[config.mk]
export PLATFORM = sky130hd
export DESIGN_NAME = postfix_stack_evaluator
export DESIGN_NICKNAME = d
export VERILOG_FILES = /design/src/hw/rtl/pse_pkg.sv /design/src/hw/rtl/postfix_stack_evaluator.sv
export SDC_FILE = /design/constraint.sdc
export NUM_CORES = 2
export LEC_CHECK = 0
export BUFFER_PORTS_ARGS = -buffer_cell sky130_fd_sc_hd__buf_2
export CAP_MARGIN = 20
export CORE_MARGIN = 3
export CORE_UTILIZATION = 35
export DETAILED_ROUTE_END_ITERATION = 12
export PLACE_DENSITY = 0.55
export SLEW_MARGIN = 20
export SYNTH_ARGS = -nofsm -noshare
export SYNTH_HDL_FRONTEND = slang
export SYNTH_SLANG_ARGS = --single-unit
export TNS_END_PERCENT = 100
[constraint.sdc]
create_clock -name aclk -period 11.4 [get_ports aclk]
set_input_delay 1.71 -clock aclk [delete_from_list [all_inputs] [get_ports aclk]]
set_output_delay 1.71 -clock aclk [all_outputs]
set_load 0.01 [all_outputs]
[src/hw/rtl/pse_pkg.sv]
// Package for the postfix stack evaluator: token and status codes,
// sequencer states and word constants. No dependencies.
`timescale 1ns / 1ps
`default_nettype none

package pse_pkg;

    localparam int WORD_W              = 32;
    localparam int DEFAULT_STACK_DEPTH = 32;

    // Restoring divider takes one quotient bit per step
    localparam int DIV_STEPS = WORD_W;
    localparam int DIV_CNT_W = $clog2(DIV_STEPS);

    localparam logic [WORD_W-1:0] MOST_NEG = {1'b1, {(WORD_W-1){1'b0}}};
    localparam logic [WORD_W-1:0] ALL_ONES = {WORD_W{1'b1}};
    localparam logic [WORD_W-1:0] WORD_ONE = {{(WORD_W-1){1'b0}}, 1'b1};

    typedef enum logic [2:0] {
        OP_PUSH   = 3'd0,
        OP_ADD    = 3'd1,
        OP_SUB    = 3'd2,
        OP_MUL    = 3'd3,
        OP_DIV    = 3'd4,
        OP_POW    = 3'd5,
        OP_MOD    = 3'd6,
        OP_FINISH = 3'd7
    } op_t;

    typedef enum logic [2:0] {
        STAT_OK      = 3'd0,
        STAT_EMPTY   = 3'd1,
        STAT_DIVZERO = 3'd2,
        STAT_UNDER   = 3'd3,
        STAT_OVER    = 3'd4
    } status_t;

    typedef enum logic [3:0] {
        ST_IDLE,
        ST_TOP,
        ST_SUB,
        ST_EXEC,
        ST_DIV,
        ST_DIV_END,
        ST_POW_MUL,
        ST_POW_SQ,
        ST_WB,
        ST_FIN
    } state_t;

endpackage : pse_pkg

`default_nettype wire

[src/hw/rtl/postfix_stack_evaluator.sv]
// Postfix stack evaluator: stack memory, sequencer and one shared
// multiplier / restoring divider. Depends on pse_pkg.
// Division and modulo run 32 divider steps; power runs two multiplier passes per
// exponent bit up to the top set bit; a negative exponent or zero divisor skips
// the loop. Busy: no s_ready.
// Reset (aresetn, synchronous, active low) clears state, count, error and result valid, not memory.
`timescale 1ns / 1ps
`default_nettype none

module postfix_stack_evaluator #(
    parameter int STACK_DEPTH = pse_pkg::DEFAULT_STACK_DEPTH
) (
    input  wire logic               aclk,
    input  wire logic               aresetn,
    input  wire logic               s_valid,
    output logic                    s_ready,
    input  wire logic [2:0]         s_operation,
    input  wire logic signed [31:0] s_operand,
    output logic                    m_valid,
    input  wire logic               m_ready,
    output logic signed [31:0]      m_value,
    output logic [2:0]              m_status
);

    import pse_pkg::*;

    localparam int AW = (STACK_DEPTH > 1) ? $clog2(STACK_DEPTH) : 1;
    localparam int CW = $clog2(STACK_DEPTH + 1);

    // Stack memory
    logic [WORD_W-1:0] stack_mem [STACK_DEPTH];
    logic [WORD_W-1:0] rd_data_reg;
    logic [AW-1:0]     rd_addr;
    logic [AW-1:0]     wr_addr;
    logic [WORD_W-1:0] wr_data;
    logic              wr_en;

    // Control and datapath registers
    state_t            state_reg, state_next;
    op_t               op_reg, op_next;
    logic [CW-1:0]     count_reg, count_next;
    status_t           err_reg, err_next;
    logic [WORD_W-1:0] top_reg, top_next;
    logic [WORD_W-1:0] sub_reg, sub_next;
    logic [WORD_W-1:0] result_reg, result_next;
    logic [WORD_W-1:0] rem_reg, rem_next;
    logic [WORD_W-1:0] quo_reg, quo_next;
    logic [WORD_W-1:0] den_reg, den_next;
    logic [WORD_W-1:0] acc_reg, acc_next;
    logic [WORD_W-1:0] sq_reg, sq_next;
    logic [WORD_W-1:0] exp_reg, exp_next;
    logic [DIV_CNT_W-1:0] cnt_reg, cnt_next;
    logic              m_valid_reg, m_valid_next;
    logic [WORD_W-1:0] m_value_reg, m_value_next;
    status_t           m_status_reg, m_status_next;

    // Shared multiplier and divider step
    logic [WORD_W-1:0] mul_a, mul_b, mul_prod;
    logic [WORD_W:0]   div_shift, div_diff;

    logic              s_xfer;
    op_t               s_op;
    logic              stack_full;
    logic              stack_empty;

    assign s_op        = op_t'(s_operation);
    assign stack_full  = (count_reg == CW'(STACK_DEPTH));
    assign stack_empty = (count_reg == '0);

    assign mul_prod  = mul_a * mul_b;
    assign div_shift = {rem_reg, quo_reg[WORD_W-1]};
    assign div_diff  = div_shift - {1'b0, den_reg};

    assign s_ready = (state_reg == ST_IDLE)
                   && ((s_op != OP_FINISH) || !m_valid_reg || m_ready);
    assign s_xfer  = s_valid && s_ready;

    assign m_valid  = m_valid_reg;
    assign m_value  = m_value_reg;
    assign m_status = m_status_reg;

    // Memory: one write port, one registered read port
    always_ff @(posedge aclk) begin
        if (wr_en) begin
            stack_mem[wr_addr] <= wr_data;
        end
        rd_data_reg <= stack_mem[rd_addr];
    end

    // Control registers
    always_ff @(posedge aclk) begin
        if (!aresetn) begin
            state_reg   <= ST_IDLE;
            count_reg   <= '0;
            err_reg     <= STAT_OK;
            m_valid_reg <= 1'b0;
        end else begin
            state_reg   <= state_next;
            count_reg   <= count_next;
            err_reg     <= err_next;
            m_valid_reg <= m_valid_next;
        end
    end

    // Payload registers
    always_ff @(posedge aclk) begin
        op_reg       <= op_next;
        top_reg      <= top_next;
        sub_reg      <= sub_next;
        result_reg   <= result_next;
        rem_reg      <= rem_next;
        quo_reg      <= quo_next;
        den_reg      <= den_next;
        acc_reg      <= acc_next;
        sq_reg       <= sq_next;
        exp_reg      <= exp_next;
        cnt_reg      <= cnt_next;
        m_value_reg  <= m_value_next;
        m_status_reg <= m_status_next;
    end

    // Sequencer
    always_comb begin
        state_next    = state_reg;
        op_next       = op_reg;
        count_next    = count_reg;
        err_next      = err_reg;
        top_next      = top_reg;
        sub_next      = sub_reg;
        result_next   = result_reg;
        rem_next      = rem_reg;
        quo_next      = quo_reg;
        den_next      = den_reg;
        acc_next      = acc_reg;
        sq_next       = sq_reg;
        exp_next      = exp_reg;
        cnt_next      = cnt_reg;
        m_valid_next  = m_valid_reg && !m_ready;
        m_value_next  = m_value_reg;
        m_status_next = m_status_reg;
        rd_addr       = AW'(count_reg - CW'(1));
        wr_addr       = AW'(count_reg);
        wr_data       = result_reg;
        wr_en         = 1'b0;
        mul_a         = sub_reg;
        mul_b         = top_reg;

        case (state_reg)
            ST_IDLE: begin
                // top of stack is read at the transfer edge
                if (s_xfer) begin
                    op_next = s_op;
                    case (s_op)
                        OP_PUSH: begin
                            if (stack_full) begin
                                if (err_reg == STAT_OK) err_next = STAT_OVER;
                            end else begin
                                wr_en      = 1'b1;
                                wr_data    = s_operand;
                                count_next = count_reg + CW'(1);
                            end
                        end
                        OP_FINISH: state_next = ST_FIN;
                        default:   state_next = ST_TOP;
                    endcase
                end
            end

            ST_TOP: begin
                // pop top; subtop read issued now
                rd_addr = AW'(count_reg - CW'(2));
                if (stack_empty) begin
                    top_next = '0;
                    if (err_reg == STAT_OK) err_next = STAT_UNDER;
                end else begin
                    top_next   = rd_data_reg;
                    count_next = count_reg - CW'(1);
                end
                state_next = ST_SUB;
            end

            ST_SUB: begin
                if (stack_empty) begin
                    sub_next = '0;
                    if (err_reg == STAT_OK) err_next = STAT_UNDER;
                end else begin
                    sub_next   = rd_data_reg;
                    count_next = count_reg - CW'(1);
                end
                state_next = ST_EXEC;
            end

            ST_EXEC: begin
                state_next = ST_WB;
                case (op_reg)
                    OP_ADD: result_next = sub_reg + top_reg;
                    OP_SUB: result_next = sub_reg - top_reg;
                    OP_MUL: result_next = mul_prod;
                    OP_DIV, OP_MOD: begin
                        if (top_reg == '0) begin
                            result_next = MOST_NEG;
                            if (err_reg == STAT_OK) err_next = STAT_DIVZERO;
                        end else begin
                            rem_next   = '0;
                            quo_next   = sub_reg[WORD_W-1] ? (~sub_reg + WORD_ONE) : sub_reg;
                            den_next   = top_reg[WORD_W-1] ? (~top_reg + WORD_ONE) : top_reg;
                            cnt_next   = '0;
                            state_next = ST_DIV;
                        end
                    end
                    OP_POW: begin
                        if (top_reg[WORD_W-1]) begin
                            // negative exponent
                            if (sub_reg == WORD_ONE) begin
                                result_next = WORD_ONE;
                            end else if (sub_reg == ALL_ONES) begin
                                result_next = top_reg[0] ? ALL_ONES : WORD_ONE;
                            end else if (sub_reg == '0) begin
                                result_next = MOST_NEG;
                                if (err_reg == STAT_OK) err_next = STAT_DIVZERO;
                            end else begin
                                result_next = '0;
                            end
                        end else begin
                            acc_next   = WORD_ONE;
                            sq_next    = sub_reg;
                            exp_next   = top_reg;
                            state_next = ST_POW_MUL;
                        end
                    end
                    default: result_next = '0;
                endcase
            end

            ST_DIV: begin
                // one restoring step on magnitudes
                if (!div_diff[WORD_W]) begin
                    rem_next = div_diff[WORD_W-1:0];
                    quo_next = {quo_reg[WORD_W-2:0], 1'b1};
                end else begin
                    rem_next = div_shift[WORD_W-1:0];
                    quo_next = {quo_reg[WORD_W-2:0], 1'b0};
                end
                cnt_next = cnt_reg + DIV_CNT_W'(1);
                if (cnt_reg == DIV_CNT_W'(DIV_STEPS - 1)) begin
                    state_next = ST_DIV_END;
                end
            end

            ST_DIV_END: begin
                // quotient truncates to zero, remainder follows the dividend
                if (op_reg == OP_MOD) begin
                    result_next = sub_reg[WORD_W-1] ? (~rem_reg + WORD_ONE) : rem_reg;
                end else begin
                    result_next = (sub_reg[WORD_W-1] != top_reg[WORD_W-1])
                                ? (~quo_reg + WORD_ONE) : quo_reg;
                end
                state_next = ST_WB;
            end

            ST_POW_MUL: begin
                mul_a = acc_reg;
                mul_b = sq_reg;
                if (exp_reg == '0) begin
                    result_next = acc_reg;
                    state_next  = ST_WB;
                end else begin
                    if (exp_reg[0]) acc_next = mul_prod;
                    state_next = ST_POW_SQ;
                end
            end

            ST_POW_SQ: begin
                mul_a      = sq_reg;
                mul_b      = sq_reg;
                sq_next    = mul_prod;
                exp_next   = {1'b0, exp_reg[WORD_W-1:1]};
                state_next = ST_POW_MUL;
            end

            ST_WB: begin
                // two pops always leave room
                wr_en      = 1'b1;
                wr_data    = result_reg;
                count_next = count_reg + CW'(1);
                state_next = ST_IDLE;
            end

            ST_FIN: begin
                m_valid_next  = 1'b1;
                m_value_next  = stack_empty ? MOST_NEG : rd_data_reg;
                if (err_reg != STAT_OK) begin
                    m_status_next = err_reg;
                end else begin
                    m_status_next = stack_empty ? STAT_EMPTY : STAT_OK;
                end
                count_next = '0;
                err_next   = STAT_OK;
                state_next = ST_IDLE;
            end

            default: state_next = ST_IDLE;
        endcase
    end

    // Checks
    a_count_bound: assert property (@(posedge aclk) disable iff (!aresetn)
        count_reg <= CW'(STACK_DEPTH))
        else $error("stack count beyond depth");

    a_finish_result: assert property (@(posedge aclk) disable iff (!aresetn)
        (s_valid && s_ready && (s_operation == OP_FINISH)) |=> ##1 m_valid)
        else $error("finish transfer gave no result");

    a_finish_clears: assert property (@(posedge aclk) disable iff (!aresetn)
        (state_reg == ST_FIN) |=> (count_reg == '0) && (err_reg == STAT_OK))
        else $error("finish did not clear stack and error");

    a_error_sticky: assert property (@(posedge aclk) disable iff (!aresetn)
        ((err_reg != STAT_OK) && (state_reg != ST_FIN)) |=> (err_reg == $past(err_reg)))
        else $error("sticky error overwritten");

endmodule : postfix_stack_evaluator

`default_nettype wire

* Word-level counts from Yosys, hierarchy flattened *
Memory sizes are Yosys's and may differ from the RTL's. A register that Yosys moved wholly into a read port is not among the register bits.
Cells that the tools add are included.

word-level totals
  bits in registers = 345
  RAM bits = 1024
  input bits = 39
  output and inout port bits = 37
  word-level logic and storage cells = 194
  memories = 1

cells by class
  $add $sub $neg = 11
  $mul = 1
  equality and inequality tests = 45
  mux-type cells = 80
  bitwise gates (word level) = 5
  reductions and logical operators = 33

memory list
  memory     depth  width  rd ports  clocked after Yosys merged registers in  write ports  line                           source
  stack_mem  32     32     1         1                                        1            postfix_stack_evaluator.sv:31  logic [WORD_W-1:0] stack_mem [STACK_DEPTH];

operator list
  cell                                             count
  two-way mux 32 bit                               30
  case mux 32 bit (2 select lines)                 6
  case mux 32 bit (5 select lines)                 1
  adder 32 x 1 -> 32 bit (second input constant)   4
  inverter 32 bit                                  4
  logical NOT 32 bit                               3
  case mux 32 bit (3 select lines)                 1
  two-way mux 3 bit                                13
  subtractor 33 x 32 -> 33 bit                     1
  adder 32 bit                                     1
  == test 32 x 1 -> 1 bit (second input constant)  1
  == test 32 bit (second input constant)           1
  multiplier 32 x 32 -> 32 bit                     1
  case mux 4 bit (8 select lines)                  1
  subtractor 32 bit                                1
  two-way mux 31 bit                               1
  two-way mux 6 bit                                4
  != test 2 bit (second input constant)            12
  case mux 6 bit (4 select lines)                  1
  two-way mux 4 bit                                5
  != test 3 bit (second input constant)            6
  == test 4 x 3 -> 1 bit (second input constant)   4
  case mux 4 bit (2 select lines)                  2
  two-way mux 5 bit                                3
  other kinds (36)                                 68

* Logic depth before layout (Yosys ltp) *
  depth after elaboration = 9
  gate-level depth with buffers = 35
  gate-level depth less buffers = 29

* Worst setup path after synthesis *
OpenSTA, ideal clock, no wires.

  kind = register to register
  start = register state_reg[3]
  end = register result_reg[31], data pin
  library setup time = 273 ps
  arrival = 8707 ps
  data required time = 11127 ps
  setup slack = 2419 ps
  cell stages (with the launch flop) = 32
  buffers on the path = 6
  period minus slack after synthesis = 8981 ps
  cell sequence = dfxtp_1 > clkbuf_1 > nand3b_1 > clkbuf_1 > clkbuf_1 > clkbuf_1 > clkbuf_1 > nor2_1 > a21oi_1 > clkbuf_1 > nor2_1 > fa_1 > inv_1 > fa_1 > fa_1 > fa_1 > inv_1 > fa_1 > fa_1 > fa_1 > fa_1 > ha_1 > and2_1 > a221o_1 > a21oi_1 > o21ai_0 > a221oi_1 > o31ai_1 > a21o_1 > a21oi_1 > xnor2_1 > o221ai_1

on the way
  word-level cells in the longest chain between the ends = 6

RTL lines
  item                                  line                            source
  start: declaration                    postfix_stack_evaluator.sv:39   state_t state_reg, state_next;
  start signal: assignment              postfix_stack_evaluator.sv:98   state_reg <= state_next;
  == test 4 x 3 -> 1 bit                postfix_stack_evaluator.sv:148  case (state_reg)
  OR reduction 2 bit (no line)          --
  two-way mux 32 bit                    postfix_stack_evaluator.sv:148
  multiplier 32 x 32 -> 32 bit          postfix_stack_evaluator.sv:70   assign mul_prod = mul_a * mul_b;
  case mux 32 bit (5 select lines)      postfix_stack_evaluator.sv:195  case (op_reg)
  case mux 32 bit (3 select lines) (*)  postfix_stack_evaluator.sv:148
  named net result_next[31]             postfix_stack_evaluator.sv:45   logic [WORD_W-1:0] result_reg, result_next;
  end signal: assignment                postfix_stack_evaluator.sv:110  result_reg <= result_next;
  end: declaration                      postfix_stack_evaluator.sv:45

The timed path passes the listed nets; every way through them passes the cells marked *.
A chain may end at the register's enable or synchronous reset.

* Worst setup path after layout *
  start = register state_reg[1]
  end = register result_reg[25], data pin

The elaborated chain is that of the path after synthesis.

==> flow_summary.html <==
<table>
<tr><th>Metric</th><th>Value</th></tr>
<tr><th colspan="2">Place</th></tr>
<tr><td>Routability congestion estimate from global placement</td><td>roughly 1</td></tr>
<tr><td>IO Port Bufs</td><td>75</td></tr>
<tr><td>Placed cells</td><td>slightly below 9,000</td></tr>
<tr><td>Post-DP HPWL</td><td>181 mm</td></tr>
<tr><th colspan="2">Critical path</th></tr>
<tr><td>Cell class contributing the biggest share of worst-path delay</td><td>adder cells</td></tr>
<tr><td>Highest fanout seen on the critical path</td><td>63</td></tr>
<tr><td>Number of buffer and inverter instances along the worst setup path</td><td>5</td></tr>
<tr><td>Most frequent CP cell</td><td>sky130_fd_sc_hd__fa_1</td></tr>
<tr><td>Setup crit end kind</td><td>register</td></tr>
<tr><td>Crit-path slowest cell</td><td>sky130_fd_sc_hd__o21ai_1</td></tr>
<tr><td>Longest individual stage delay on the worst path</td><td>approximately 0.85 ns</td></tr>
<tr><td>Critical path class</td><td>register to register</td></tr>
<tr><td>Critical path startpoint category</td><td>register</td></tr>
<tr><td>Arrival time at the worst endpoint</td><td>approximately 11 ns</td></tr>
<tr><td>Required time worst endpoint</td><td>~12 ns</td></tr>
<tr><th colspan="2">Floorplan</th></tr>
<tr><td>Boundary pin count</td><td>76</td></tr>
<tr><td>Cell Rows</td><td>172</td></tr>
<tr><td>Die Area</td><td>between 200,000 and 250,000 µm²</td></tr>
<tr><td>Initial Util</td><td>0.353</td></tr>
<tr><td>Die span in x</td><td>between 400 and 500 µm</td></tr>
<tr><td>Standard cell core area</td><td>220,000 µm²</td></tr>
<tr><td>Die boundary height</td><td>between 400 and 500 µm</td></tr>
<tr><th colspan="2">Drt</th></tr>
<tr><td>Starting DRC count in detailed routing</td><td>~5,400</td></tr>
<tr><td>Mean routed wirelength per cell</td><td>28.8 µm</td></tr>
<tr><td>Total via count after detailed routing</td><td>~50,000</td></tr>
<tr><td>Total wire length after detailed routing</td><td>approximately 260 mm</td></tr>
<tr><td>DRC violation count after routing</td><td>0</td></tr>
<tr><td>Detailed-route vias per instance</td><td>roughly 5.5</td></tr>
<tr><td>Number of search-and-repair iterations in the first detailed-routing pass</td><td>6</td></tr>
<tr><td>Antenna Violating Nets Remaining</td><td>0</td></tr>
<tr><th colspan="2">Timing</th></tr>
<tr><td>Period Utilization, post-route</td><td>0.891</td></tr>
<tr><td>Max transition margin</td><td>0.186</td></tr>
<tr><td>Clock Skews</td><td>between 0.07 and 0.08 ns</td></tr>
<tr><td>Sum Neg Setup Slack</td><td>0 ns</td></tr>
<tr><td>Peak Freq</td><td>roughly 98 MHz</td></tr>
<tr><td>RSZ-0062 raised after global routing</td><td>no</td></tr>
<tr><td>Endpoints failing setup</td><td>0</td></tr>
<tr><td>Final period demand of the worst path</td><td>between 10 and 15 ns</td></tr>
<tr><td>Least-Margin Pin Slew</td><td>1.22 ns</td></tr>
<tr><td>Smallest hold slack</td><td>0.470 ns</td></tr>
<tr><td>Final Slew Violations</td><td>0</td></tr>
<tr><td>Final hold violations</td><td>0</td></tr>
<tr><th colspan="2">Global routing</th></tr>
<tr><td>Antenna violations before repair</td><td>20</td></tr>
<tr><td>First-pass GRT wire length</td><td>roughly 370 mm</td></tr>
<tr><td>Overflow left after global routing</td><td>0</td></tr>
<tr><td>Pin count of the biggest net entering global routing</td><td>between 100 and 150</td></tr>
<tr><td>Vias in the first global route</td><td>a little under 50,000</td></tr>
<tr><td>All-Layer GR Usage</td><td>0.226</td></tr>
<tr><th colspan="2">Run status</th></tr>
<tr><td>Run status</td><td>finished clean</td></tr>
<tr><th colspan="2">Synth</th></tr>
<tr><td>Yosys warning total</td><td>0</td></tr>
<tr><td>Distinct cells, synth</td><td>81</td></tr>
<tr><td>Count leader, synth</td><td>sky130_fd_sc_hd__edfxtp_1</td></tr>
<tr><td>Top cells by area in the synthesized netlist</td><td>sky130_fd_sc_hd__edfxtp_1 (52%), sky130_fd_sc_hd__fa_1 (11%), sky130_fd_sc_hd__mux4_2 (7.4%)</td></tr>
<tr><td>Synthesized netlist cell count</td><td>5,824</td></tr>
<tr><td>List of most frequent post-synthesis cells</td><td>sky130_fd_sc_hd__edfxtp_1 (1,354), sky130_fd_sc_hd__nor2_1 (542), sky130_fd_sc_hd__nand2_1 (495)</td></tr>
<tr><td>Mapped Avg Cell Area</td><td>roughly 13 µm²</td></tr>
<tr><td>Seq cells post-synth</td><td>around 1,400</td></tr>
<tr><td>Post-synthesis cell area</td><td>roughly 78,000 µm²</td></tr>
<tr><td>Number of synthesized flops with an enable pin</td><td>around 1,400</td></tr>
<tr><td>Dominant cell type by area after synthesis</td><td>sky130_fd_sc_hd__edfxtp_1</td></tr>
<tr><td>Area fraction of the dominant cell type after synthesis</td><td>0.524</td></tr>
<tr><td>Post-synth net total</td><td>between 6,000 and 7,000</td></tr>
<tr><td>Sequential area share after synthesis</td><td>0.536</td></tr>
<tr><td>Proportion of synthesized flip-flops having asynchronous set or reset</td><td>0</td></tr>
<tr><td>Most instantiated flip-flop cell in the synthesis netlist</td><td>sky130_fd_sc_hd__edfxtp_1</td></tr>
<tr><th colspan="2">Cells and area</th></tr>
<tr><td>Area used by multi-input combinational logic</td><td>33,500 µm²</td></tr>
<tr><td>Top reg by flops</td><td>stack_mem</td></tr>
<tr><td># fillers</td><td>~21,000</td></tr>
<tr><td>Ratio of cells with drive above 1 in the final layout</td><td>0.161</td></tr>
<tr><td>Flip-flop count of the largest register, all copies and words added</td><td>roughly 1,000</td></tr>
<tr><td>Area grow syn2layout</td><td>12.6%</td></tr>
<tr><td>Finished Layout Cells</td><td>9,020</td></tr>
<tr><td>Register area</td><td>just over 40,000 µm²</td></tr>
<tr><td>Fin nets</td><td>approximately 6,600</td></tr>
<tr><td>Final core utilization</td><td>0.397</td></tr>
<tr><th colspan="2">Clock network</th></tr>
<tr><td>Worst-case clock buffer depth</td><td>3</td></tr>
<tr><td>TritonCTS clock tree</td><td>done</td></tr>
<tr><td>Clock insertion delay at the later pin of the skew report</td><td>0.79 ns</td></tr>
<tr><td>Buffers inserted during post-CTS setup optimization</td><td>0</td></tr>
<tr><td>Clk Tree Root Cell</td><td>sky130_fd_sc_hd__clkbuf_16</td></tr>
<tr><td>Worst-path clk slew</td><td>~0.060 ns</td></tr>
<tr><td>Num CTS Buffers</td><td>roughly 150</td></tr>
<tr><td>Resized cells post-CTS</td><td>0</td></tr>
<tr><td>Number of hold buffers added after CTS</td><td>0</td></tr>
<tr><td>Htree depth</td><td>4</td></tr>
<tr><td>Clock net sink count</td><td>about 1,400</td></tr>
<tr><th colspan="2">Hold path</th></tr>
<tr><td>Worst min-delay path class</td><td>register to register</td></tr>
<tr><th colspan="2">Job</th></tr>
<tr><td>Number of max-capacitance violations reported</td><td>0</td></tr>
</table>
-- through the flow --
stage,setup WS [ns],area [µm²]
after CTS,1.19,87300
after detailed placement,1.26,82300
after global routing,0.748,87400
final,1.25,87400
after floorplan,2.42,77600
after global placement,1.18,82300
-- worst register-to-register path, delay by kind of cell, from the launching register on --
kind            cells  cell delay (ns)
flops               1             0.68
xor+xnor            1             0.74
compound gates      7             2.36
buf+inv             5             0.82
simple gates        4             1.07
fa+ha+maj           9             4.17
-- placed cells by master (no fill, tap or decap), drive strengths merged, types with 22 or more instances in the layout --
cell    count
xor2      137
o21ai     257
fa        410
and2       95
nand3      87
buf       266
nor3       39
or3        31
nor2      542
nand2b     29
o21a       39
ha        202
nand2     496
dfxtp      46
clkinv     52
a21oi     160
edfxtp   1354
clkbuf    205
a211oi     38
mux4      256
inv       474
xnor2     153
o31ai      69
nor2b      22
mux2      133
mux2i     106
o211ai     40
a21o       32
-- path summary, 6_finish.rpt --
check	slack, ns	end	depth (start not counted)	start
worst max-delay path	1.25	result_reg[25]	26	state_reg[1]
worst min-delay path	0.47	m_status[2]	0	err_reg[2]
worst max register to register	1.25	result_reg[25]	26	state_reg[1]
worst min register to register	0.47	m_status[2]	0	err_reg[2]
-- per-layer routing --
layer | track usage | up-vias | share of wire | routed length [µm]
li1 | - | 21200 | - | -
met1 | 0.314 | 25600 | 0.42 | 110000
met2 | 0.354 | 1932 | 0.46 | 120000
met3 | 0.0364 | 422 | 0.068 | 17600
met4 | 0.0928 | 4 | 0.049 | 12600
met5 | 0 | - | 0.000085 | 22
-- logic make-up after synthesis --
| logic type | Yosys count | share of synthesized area |
|---|---|---|
| mux | 495 | 0.107 |
| compound gates | 788 | 0.0643 |
| simple gates | 1450 | 0.0828 |
| xor+xnor | 291 | 0.0330 |
| fa+ha+maj | 612 | 0.138 |
| buf+inv | 788 | 0.0386 |
| flops | 1400 | 0.536 |
-- final cells by class --
type,instances,share of cell area
sequential,1400,0.476
inverter,463,0.0199
clock inverter,76,0.00866
tap,2958,0.0424
timing repair buffer,266,0.0218
multi-input combinational,3636,0.383
antenna,16,0.000458
clock buffer,205,0.0482
Power is not shown: default switching activity piles up to over one toggle a cycle in this logic, so the estimate is an artifact.
